### config.mk
export PLATFORM = sky130hd
export DESIGN_NAME = sexpr_lexer
export DESIGN_NICKNAME = d
export VERILOG_FILES = /design/src/rtl/core/sxl_pkg.sv /design/src/rtl/core/sxl_step.sv /design/src/rtl/core/sxl_res_fifo.sv /design/src/rtl/core/sexpr_lexer.sv
export SDC_FILE = /design/constraint.sdc
export NUM_CORES = 1
export LEC_CHECK = 0
export ABC_CLOCK_PERIOD_IN_PS = 8330
export BUFFER_PORTS_ARGS = -buffer_cell sky130_fd_sc_hd__buf_2
export CAP_MARGIN = 0
export CORE_UTILIZATION = 65
export CTS_CLUSTER_DIAMETER = 50
export DETAILED_ROUTE_END_ITERATION = 10
export PLACE_DENSITY = 0.86
export SLEW_MARGIN = 25
export SYNTH_ARGS = -nofsm -noshare
export SYNTH_HDL_FRONTEND = slang
export SYNTH_SLANG_ARGS = --single-unit
### constraint.sdc
create_clock -name clk -period 8.33 [get_ports clk]
set_input_delay 0.4165 -clock clk [delete_from_list [all_inputs] [get_ports clk]]
set_output_delay 0.4165 -clock clk [all_outputs]
set_load 0.01 [all_outputs]
### src/rtl/core/sxl_pkg.sv
// ----------------------------------------------------------------------------
// sxl_pkg
// Shared types, character codes and helper functions for the S-expression
// lexer.
// ----------------------------------------------------------------------------
`default_nettype none

package sxl_pkg;

  // Default saturation point of the token text length.
  localparam int MAX_TEXT_DEF = 2047;

  // Fixed field widths of the result item and the number accumulator.
  localparam int TEXT_LEN_W = 11;
  localparam int ACCUM_W    = 31;
  localparam int INT_W      = 32;

  // Largest magnitude the number accumulator holds.
  localparam logic [ACCUM_W-1:0] ACCUM_MAX = 31'h7FFF_FFFF;

  // Result queue geometry.
  localparam int RES_DEPTH = 4;
  localparam int PTR_W     = $clog2(RES_DEPTH);
  localparam int LVL_W     = $clog2(RES_DEPTH + 1);

  // Character codes.
  localparam logic [7:0] CH_LPAREN = 8'h28;
  localparam logic [7:0] CH_RPAREN = 8'h29;
  localparam logic [7:0] CH_DQUOTE = 8'h22;
  localparam logic [7:0] CH_COLON  = 8'h3A;
  localparam logic [7:0] CH_QUOTE  = 8'h27;
  localparam logic [7:0] CH_MINUS  = 8'h2D;
  localparam logic [7:0] CH_UNDER  = 8'h5F;

  // Input action codes.
  localparam logic ACT_BYTE = 1'b0;
  localparam logic ACT_END  = 1'b1;

  // Result type codes.
  localparam logic RES_ECHO = 1'b0;
  localparam logic RES_DONE = 1'b1;

  typedef enum logic [2:0] {
    MODE_IDLE = 3'd0,
    MODE_SYM  = 3'd1,
    MODE_KW   = 3'd2,
    MODE_STR  = 3'd3,
    MODE_NUM  = 3'd4
  } lex_mode_t;

  typedef enum logic [2:0] {
    KIND_OPEN  = 3'd0,
    KIND_CLOSE = 3'd1,
    KIND_STR   = 3'd2,
    KIND_SYM   = 3'd3,
    KIND_KW    = 3'd4,
    KIND_INT   = 3'd5
  } token_kind_t;

  typedef struct packed {
    logic       action;
    logic [7:0] ch;
  } in_item_t;

  typedef struct packed {
    logic                   result_type;
    logic [7:0]             text_byte;
    token_kind_t            token_kind;
    logic [TEXT_LEN_W-1:0]  text_length;
    logic                   quoted;
    logic signed [INT_W-1:0] num_value;
    logic                   overflow;
    logic                   last;
  } out_item_t;

  // Token state apart from the text count, whose width follows MAX_TEXT.
  typedef struct packed {
    lex_mode_t          mode;
    logic               minus_seen;
    logic               quote_seen;
    logic               overflow_seen;
    logic [ACCUM_W-1:0] number_accum;
  } lex_state_t;

  // Status of the result queue seen by the top level.
  typedef struct packed {
    logic             room;
    logic [LVL_W-1:0] level;
  } fifo_stat_t;

  localparam lex_state_t LEX_CLEAR = '{
    mode:          MODE_IDLE,
    minus_seen:    1'b0,
    quote_seen:    1'b0,
    overflow_seen: 1'b0,
    number_accum:  '0
  };

  function automatic logic is_alpha(input logic [7:0] c);
    return (c inside {[8'h61:8'h7A]}) || (c inside {[8'h41:8'h5A]});
  endfunction

  function automatic logic is_digit(input logic [7:0] c);
    return c inside {[8'h30:8'h39]};
  endfunction

  function automatic logic is_word(input logic [7:0] c);
    return is_alpha(c) || is_digit(c) || (c inside {CH_MINUS, CH_UNDER});
  endfunction

endpackage

`default_nettype wire

### src/rtl/core/sxl_step.sv
// ----------------------------------------------------------------------------
// sxl_step
// Per-byte lexer decision: from the current token state and one input item it
// forms the next state and up to two result items.
// ----------------------------------------------------------------------------
`default_nettype none

module sxl_step import sxl_pkg::*; #(
  parameter int   MAX_TEXT = MAX_TEXT_DEF,
  localparam int  TEXT_W   = $clog2(MAX_TEXT + 1)
) (
  input  in_item_t          item,
  input  lex_state_t        cur,
  input  logic [TEXT_W-1:0] cur_count,
  output lex_state_t        nxt,
  output logic [TEXT_W-1:0] nxt_count,
  output out_item_t         res0,
  output out_item_t         res1,
  output logic [1:0]        res_n
);

  localparam int EXT_W = (TEXT_W > TEXT_LEN_W) ? TEXT_W : TEXT_LEN_W;

  logic [7:0]            c;
  logic                  text_full;
  logic [EXT_W-1:0]      count_ext;
  logic [TEXT_LEN_W-1:0] cur_len;
  logic [ACCUM_W+3:0]    digit_sum;
  logic                  digit_sat;
  logic [INT_W-1:0]      mag;
  out_item_t             echo;
  out_item_t             fin;
  logic                  fin_valid;
  out_item_t             idle_res;
  logic                  idle_valid;
  lex_state_t            idle_state;
  logic [TEXT_W-1:0]     idle_count;

  assign c         = item.ch;
  assign text_full = cur_count >= TEXT_W'(MAX_TEXT);
  assign count_ext = EXT_W'(cur_count);
  assign cur_len   = count_ext[TEXT_LEN_W-1:0];
  assign mag       = {1'b0, cur.number_accum};

  // Decimal accumulate: accum * 10 + digit, built from two shifts.
  assign digit_sum = ({4'b0, cur.number_accum} << 3) + ({4'b0, cur.number_accum} << 1)
                     + (ACCUM_W + 4)'(c[3:0]);
  assign digit_sat = digit_sum > (ACCUM_W + 4)'(ACCUM_MAX);

  // Echo item for the current byte.
  always_comb begin
    echo             = '0;
    echo.result_type = RES_ECHO;
    echo.text_byte   = c;
  end

  // Completion of a pending symbol, keyword or integer.
  always_comb begin
    fin             = '0;
    fin.result_type = RES_DONE;
    fin.overflow    = cur.overflow_seen;
    fin_valid       = 1'b1;
    case (cur.mode)
      MODE_SYM: begin
        fin.token_kind  = KIND_SYM;
        fin.text_length = cur_len;
        fin.quoted      = cur.quote_seen;
      end
      MODE_KW: begin
        fin.token_kind  = KIND_KW;
        fin.text_length = cur_len;
      end
      MODE_NUM: begin
        fin.token_kind = KIND_INT;
        fin.num_value  = cur.minus_seen ? (INT_W'(0) - mag) : mag;
      end
      default: begin
        fin_valid = 1'b0;
      end
    endcase
  end

  // Handling of a byte from the cleared idle state.
  always_comb begin
    idle_state           = LEX_CLEAR;
    idle_count           = '0;
    idle_res             = '0;
    idle_res.result_type = RES_DONE;
    idle_valid           = 1'b0;
    if (c == CH_LPAREN) begin
      idle_res.token_kind = KIND_OPEN;
      idle_valid          = 1'b1;
    end else if (c == CH_RPAREN) begin
      idle_res.token_kind = KIND_CLOSE;
      idle_valid          = 1'b1;
    end else if (c == CH_DQUOTE) begin
      idle_state.mode = MODE_STR;
    end else if (c == CH_COLON) begin
      idle_state.mode = MODE_KW;
    end else if (c == CH_QUOTE) begin
      idle_state.mode       = MODE_SYM;
      idle_state.quote_seen = 1'b1;
    end else if (is_alpha(c)) begin
      idle_state.mode = MODE_SYM;
      idle_count      = TEXT_W'(1);
      idle_res        = echo;
      idle_valid      = 1'b1;
    end else if (c == CH_MINUS) begin
      idle_state.mode       = MODE_NUM;
      idle_state.minus_seen = 1'b1;
    end else if (is_digit(c)) begin
      idle_state.mode         = MODE_NUM;
      idle_state.number_accum = ACCUM_W'(c[3:0]);
      idle_res                = echo;
      idle_valid              = 1'b1;
    end
  end

  // Main decision by mode, then the last mark on the final item.
  always_comb begin
    nxt       = cur;
    nxt_count = cur_count;
    res0      = '0;
    res1      = '0;
    res_n     = 2'd0;
    if (item.action == ACT_END) begin
      nxt       = LEX_CLEAR;
      nxt_count = '0;
      res0      = fin;
      res_n     = fin_valid ? 2'd1 : 2'd0;
    end else begin
      case (cur.mode)
        MODE_STR: begin
          if (c == CH_DQUOTE) begin
            res0             = '0;
            res0.result_type = RES_DONE;
            res0.token_kind  = KIND_STR;
            res0.text_length = cur_len;
            res0.overflow    = cur.overflow_seen;
            res_n            = 2'd1;
            nxt              = LEX_CLEAR;
            nxt_count        = '0;
          end else if (text_full) begin
            nxt.overflow_seen = 1'b1;
          end else begin
            nxt_count = cur_count + TEXT_W'(1);
            res0      = echo;
            res_n     = 2'd1;
          end
        end
        MODE_SYM, MODE_KW: begin
          if (is_word(c)) begin
            if (text_full) begin
              nxt.overflow_seen = 1'b1;
            end else begin
              nxt_count = cur_count + TEXT_W'(1);
              res0      = echo;
              res_n     = 2'd1;
            end
          end else begin
            nxt       = idle_state;
            nxt_count = idle_count;
            res0      = fin;
            res1      = idle_res;
            res_n     = idle_valid ? 2'd2 : 2'd1;
          end
        end
        MODE_NUM: begin
          if (is_digit(c)) begin
            nxt.number_accum = digit_sat ? ACCUM_MAX : digit_sum[ACCUM_W-1:0];
            if (digit_sat) begin
              nxt.overflow_seen = 1'b1;
            end
            res0  = echo;
            res_n = 2'd1;
          end else begin
            nxt       = idle_state;
            nxt_count = idle_count;
            res0      = fin;
            res1      = idle_res;
            res_n     = idle_valid ? 2'd2 : 2'd1;
          end
        end
        default: begin
          nxt       = idle_state;
          nxt_count = idle_count;
          res0      = idle_res;
          res_n     = idle_valid ? 2'd1 : 2'd0;
        end
      endcase
    end
    res0.last = (res_n == 2'd1);
    res1.last = (res_n == 2'd2);
  end

endmodule

`default_nettype wire

### src/rtl/core/sxl_res_fifo.sv
// ----------------------------------------------------------------------------
// sxl_res_fifo
// Small result queue: takes up to two result items per cycle and hands them
// out one per cycle in order while pop is high.
// ----------------------------------------------------------------------------
`default_nettype none

module sxl_res_fifo import sxl_pkg::*; (
  input  logic       clk,
  input  logic       rst,
  input  logic [1:0] push_n,
  input  out_item_t  push0,
  input  out_item_t  push1,
  input  logic       pop,
  output out_item_t  head,
  output logic       head_valid,
  output fifo_stat_t stat
);

  out_item_t        mem [RES_DEPTH];
  logic [PTR_W-1:0] wr_ptr;
  logic [PTR_W-1:0] rd_ptr;
  logic [LVL_W-1:0] level;

  assign head       = mem[rd_ptr];
  assign head_valid = level != '0;
  assign stat.level = level;
  // Room for the largest burst one item can cause.
  assign stat.room  = level <= LVL_W'(RES_DEPTH - 2);

  // Storage writes at the tail.
  always_ff @(posedge clk) begin
    if (push_n != 2'd0) begin
      mem[wr_ptr] <= push0;
    end
    if (push_n == 2'd2) begin
      mem[wr_ptr + PTR_W'(1)] <= push1;
    end
  end

  // Pointers and fill level.
  always_ff @(posedge clk) begin
    if (rst) begin
      wr_ptr <= '0;
      rd_ptr <= '0;
      level  <= '0;
    end else begin
      wr_ptr <= wr_ptr + PTR_W'(push_n);
      rd_ptr <= rd_ptr + PTR_W'(pop);
      level  <= level + LVL_W'(push_n) - LVL_W'(pop);
    end
  end

endmodule

`default_nettype wire

### src/rtl/core/sexpr_lexer.sv
// ----------------------------------------------------------------------------
// sexpr_lexer
// Byte-serial S-expression tokenizer. Each input item is one source byte or
// an end-of-input mark; results are echoed text bytes and token completions.
//
// Usage: in_valid/in_ready carry in_data (action, ch); out_valid/out_ready
// carry out_data, one result item per transfer, with last set on the final
// result that an input item causes. An item may cause zero, one or two
// results.
// Path: an accepted item waits in the input register until the queue has
// room; then its results are written to the result queue and offered in order.
// Throughput: one item per cycle while each item gives at most one result
// and the receiver keeps up; an item giving two results needs a second
// transfer on the single-result output port.
// The per-byte decision is one pass of combinational logic between the input
// register and a four-entry result queue, which must have two free slots
// before an item is processed.
// Reset: the token state returns to idle and the queue is emptied.
// Stall: when the receiver holds out_ready low the queue fills, then the
// input register holds its item and in_ready drops until space returns.
// ----------------------------------------------------------------------------
`default_nettype none

module sexpr_lexer import sxl_pkg::*; #(
  parameter int MAX_TEXT = MAX_TEXT_DEF
) (
  input  logic      clk,
  input  logic      rst,
  input  logic      in_valid,
  output logic      in_ready,
  input  in_item_t  in_data,
  output logic      out_valid,
  input  logic      out_ready,
  output out_item_t out_data
);

  localparam int TEXT_W = $clog2(MAX_TEXT + 1);

  in_item_t          in_q;
  logic              in_full;
  lex_state_t        st;
  logic [TEXT_W-1:0] text_count;
  lex_state_t        st_next;
  logic [TEXT_W-1:0] text_count_next;
  out_item_t         res0;
  out_item_t         res1;
  logic [1:0]        res_n;
  logic              proc;
  fifo_stat_t        fstat;

  // Process the held item once the queue can absorb two results.
  assign proc     = in_full && fstat.room;
  assign in_ready = !in_full || proc;

  // Input register.
  always_ff @(posedge clk) begin
    if (rst) begin
      in_full <= 1'b0;
    end else if (in_ready) begin
      in_full <= in_valid;
    end
  end

  always_ff @(posedge clk) begin
    if (in_valid && in_ready) begin
      in_q <= in_data;
    end
  end

  // Token state.
  always_ff @(posedge clk) begin
    if (rst) begin
      st         <= LEX_CLEAR;
      text_count <= '0;
    end else if (proc) begin
      st         <= st_next;
      text_count <= text_count_next;
    end
  end

  sxl_step #(
    .MAX_TEXT (MAX_TEXT)
  ) u_step (
    .item      (in_q),
    .cur       (st),
    .cur_count (text_count),
    .nxt       (st_next),
    .nxt_count (text_count_next),
    .res0      (res0),
    .res1      (res1),
    .res_n     (res_n)
  );

  sxl_res_fifo u_fifo (
    .clk        (clk),
    .rst        (rst),
    .push_n     (proc ? res_n : 2'd0),
    .push0      (res0),
    .push1      (res1),
    .pop        (out_valid && out_ready),
    .head       (out_data),
    .head_valid (out_valid),
    .stat       (fstat)
  );

`ifndef SYNTH
  // The queue never holds more items than it has entries.
  a_fifo_bound: assert property (@(posedge clk) disable iff (rst)
    fstat.level <= LVL_W'(RES_DEPTH))
    else $error("result queue level exceeds its depth");

  // When one item gives two results, the first one is a completion.
  a_pair_order: assert property (@(posedge clk) disable iff (rst)
    (proc && res_n == 2'd2) |-> (res0.result_type == RES_DONE && res1.last))
    else $error("two results without a leading completion");

  // A held item that is not processed stays in the input register.
  a_in_hold: assert property (@(posedge clk) disable iff (rst)
    (in_full && !proc) |=> (in_full && $stable(in_q)))
    else $error("input register lost an unprocessed item");

  // The text count saturates at its limit.
  a_count_sat: assert property (@(posedge clk) disable iff (rst)
    text_count <= TEXT_W'(MAX_TEXT))
    else $error("text count above its limit");
`endif

endmodule

`default_nettype wire

==> out/qor.yml <==
sta:
  finClkSkew_ns: 0.0165
  setup_viol: 0
  clock.fmax_ghz: 0.220
  fin_crit_ns: 4.54
  worstMarginPinSlew_ns: 1.11
  worst_slack_ns: 3.79
  setup-tns-final_ns: 0
  rsz0062_at_grt: "false"
  min_period_over_period_pct: 54.5
  slew_headroom_pct: 25.8
  slew_violations: 0
  hold_viol_final: 0
route:
  drc: 0
  post_drt_wl_per_cell_um: 21.8
  via_per_inst: 6.72
  ant_nets: 0
  dr.pass1.iters: 6
  vias: 13500
  drt-initial-drc-count: 1701
  wl_mm: 43.7
floorplanning:
  initial_utilization_pct: 66.3
  fp.dieW_um: 157
  die_area_um2: 24600
  io_pins: 73
  num_rows: 56
  core_um2: 23500
  die_h_um: 157
pwr:
  power_mw: 3.47
  p_leak_nw: 6.66
  powerDensity_nw_per_um2: 204
  ir_worst_vdd_mv: 0.167
clock_tree:
  clkTransAtPathRegs_ns: 0.06
  cts_tree: "built"
  postCtsResizedCells: 0
  post_cts_buffers: 0
  numCtsBuffers: 34
  cts.sinks: 297
  clockBufferDepth: 3
  clockRootBuffer: "clkbuf_16"
  h-tree-depth: 2
  ctsHoldBuffers: 0
  clock_latency_ns: 0.51
grt:
  grt_overflow_total: 0
  antenna_found_initial: 0
  grt_max_degree: 84
  grtUsageTotal_pct: 35.8
  grt_pass1_vias: 12800
  grt_pass1_wl_mm: 68.6
worst_setup_path:
  path_cells: "inv_1 > fa_1 > inv_1 > ha_1 > a211oi_1 > o21bai_1 > a211o_1 > o41ai_2 > o41ai_1 > o311ai_1 > a21o_1 > and2_1 > a221oi_1"
  cp-end-kind: "flip-flop"
  critical_path_class: "flip-flop to flip-flop"
  cp.required_ns: 8.68
  crit_family: "compound AO/OA/AOI/OAI gates"
  crit_buf_inv: 2
  cp_common_cell: "inv_1"
  critPathMaxFanout: 13
  cp.arrival_ns: 4.89
  startpoint_type: "flip-flop"
  critPathSlowestCell: "fa_1"
  cpPeakStageDelay_ns: 0.62
yosys:
  synthCells: 1648
  syn-num-nets: 1732
  yosys_warnings: 0
  synth_seq_area_share_pct: 41.6
  synth-seq-cells: 297
  synth_cell_types: 83
  synth_edf_count: 53
  synth-main-ff-cell: "dfxtp_1"
  syn-cell-area_um2: 15600
  synth_area_per_cell_um2: 9.44
  async_flop_share_pct: 0
hold_path:
  worstHoldPathType: "primary input to flip-flop"
layout:
  final_util_pct: 72.6
  antennaDiodeCount: 0
  nNetsFinal: 1748
  final_common_cell: "dfxtp_1"
  final_cell_mix: "dfxtp_1, nand3_1, nand2_1"
  layout-drive-gt1-share_pct: 13.7
  area_growth_syn_to_layout_pct: 9.45
placed_design:
  portBuffers: 72
  place_ws_ns: 3.92
  gp_congestion: 0.950
  dp_hpwl_mm: 28.8
run:
  drv_cap: 0
outcome:
  status: "finished, final reports clean"
==> cell usage after synthesis, types with 4 or more instances <==
master	count	area (um^2)
dfxtp_1	244	4880
nand3_1	163	816
nand2_1	154	578
o21ai_0	130	651
nor2_1	121	454
a21oi_1	77	385
ha_1	68	851
mux4_2	58	1310
clkbuf_1	53	199
edfxtp_1	53	1590
o21ai_1	53	265
xnor2_1	45	394
mux2i_1	30	300
and2_1	27	169
buf_2	25	125
nor2b_1	24	150
inv_1	23	86.3
a21o_1	17	128
xor2_1	17	149
nor3_1	16	80.1
a221o_1	15	150
nand2b_1	15	93.8
a31oi_1	13	81.3
a211oi_1	12	90.1
buf_4	12	90.1
o211ai_1	12	90.1
o31ai_1	11	82.6
a22o_1	10	87.6
and3_1	9	56.3
o21a_1	9	67.6
or3_1	9	56.3
buf_1	8	30.0
buf_6	8	90.1
nand4_1	8	50.1
o41ai_1	6	52.6
a22oi_1	5	37.5
nor4_1	5	31.3
o21bai_1	5	37.5
o22ai_1	5	31.3
or2_2	5	31.3
or4_1	5	37.5
a211o_1	4	35.0
==> power breakdown <==
part	total, mW	switching [mW]	internal (mW)	leakage (nW)
Combinational	0.461	0.251	0.210	3.62
Sequential	1.59	0.100	1.49	2.53
Clock	1.42	0.595	0.827	0.516
Total	3.47	0.946	2.53	6.66
==> layout make-up <==
type,instances,area [um^2]
Sequential cell,297,6480
Clock inverter,9,77.6
Tap cell,319,399
Timing Repair Buffer,89,488
Clock buffer,48,980
Fill cell,1596,6440
Inverter,25,96.3
Multi-Input combinational cell,1217,8510
==> kinds of logic after synthesis <==
| kind of cell | count (synthesis) | synth area share, % |
|---|---|---|
| multiplexers | 88 | 10.3 |
| adder cells (fa/ha/maj) | 71 | 5.85 |
| AND/OR/NAND/NOR | 581 | 18.0 |
| XOR/XNOR | 62 | 3.49 |
| AO/OA/AOI/OAI | 415 | 16.6 |
| flip-flops | 297 | 41.6 |
| buffers and inverters | 134 | 4.15 |
==> per-stage QoR <==
step | cell area [um^2] | hold slack (ns) | std cells
3_3_place_gp | 15900 | 0.439 | 1947
4_1_cts | 17000 | 0.0842 | 2004
3_5_place_dp | 16000 | 0.444 | 1947
6_report | 17000 | 0.0902 | 2004
5_1_grt | 17000 | 0.0797 | 2004
2_1_floorplan | 15600 | 0.427 | 1648
==> routing by layer <==
metal / part of all wire, % / track usage [%] / vias up
met5: 0 / 0 / -
met1: 40 / 46.8 / 6367
met4: 4.8 / 18.8 / 0
li1: - / - / 6091
met3: 9.5 / 6.01 / 176
met2: 46 / 56.9 / 829
==> sequential cells by signal (all words and copies together), names as in the netlist <==
name / count
u_fifo.wr_ptr: 2
st: 37
in_full: 1
u_fifo.mem: 232
u_fifo.level: 3
text_count: 11
in_q: 9
u_fifo.rd_ptr: 2
==> worst paths after layout <==
path                            slack (ns)                 to              start  cells past startpoint
worst min register to register        0.45  u_fifo.mem[3][36]  u_fifo.mem[3][36]                      2
worst max register to register        3.79              st[2]            in_q[3]                     13
worst min-delay path                  0.09            in_q[7]         in_data[7]                      1
worst max-delay path                  3.79              st[2]            in_q[3]                     13
Power figures use the tool's default switching activity.
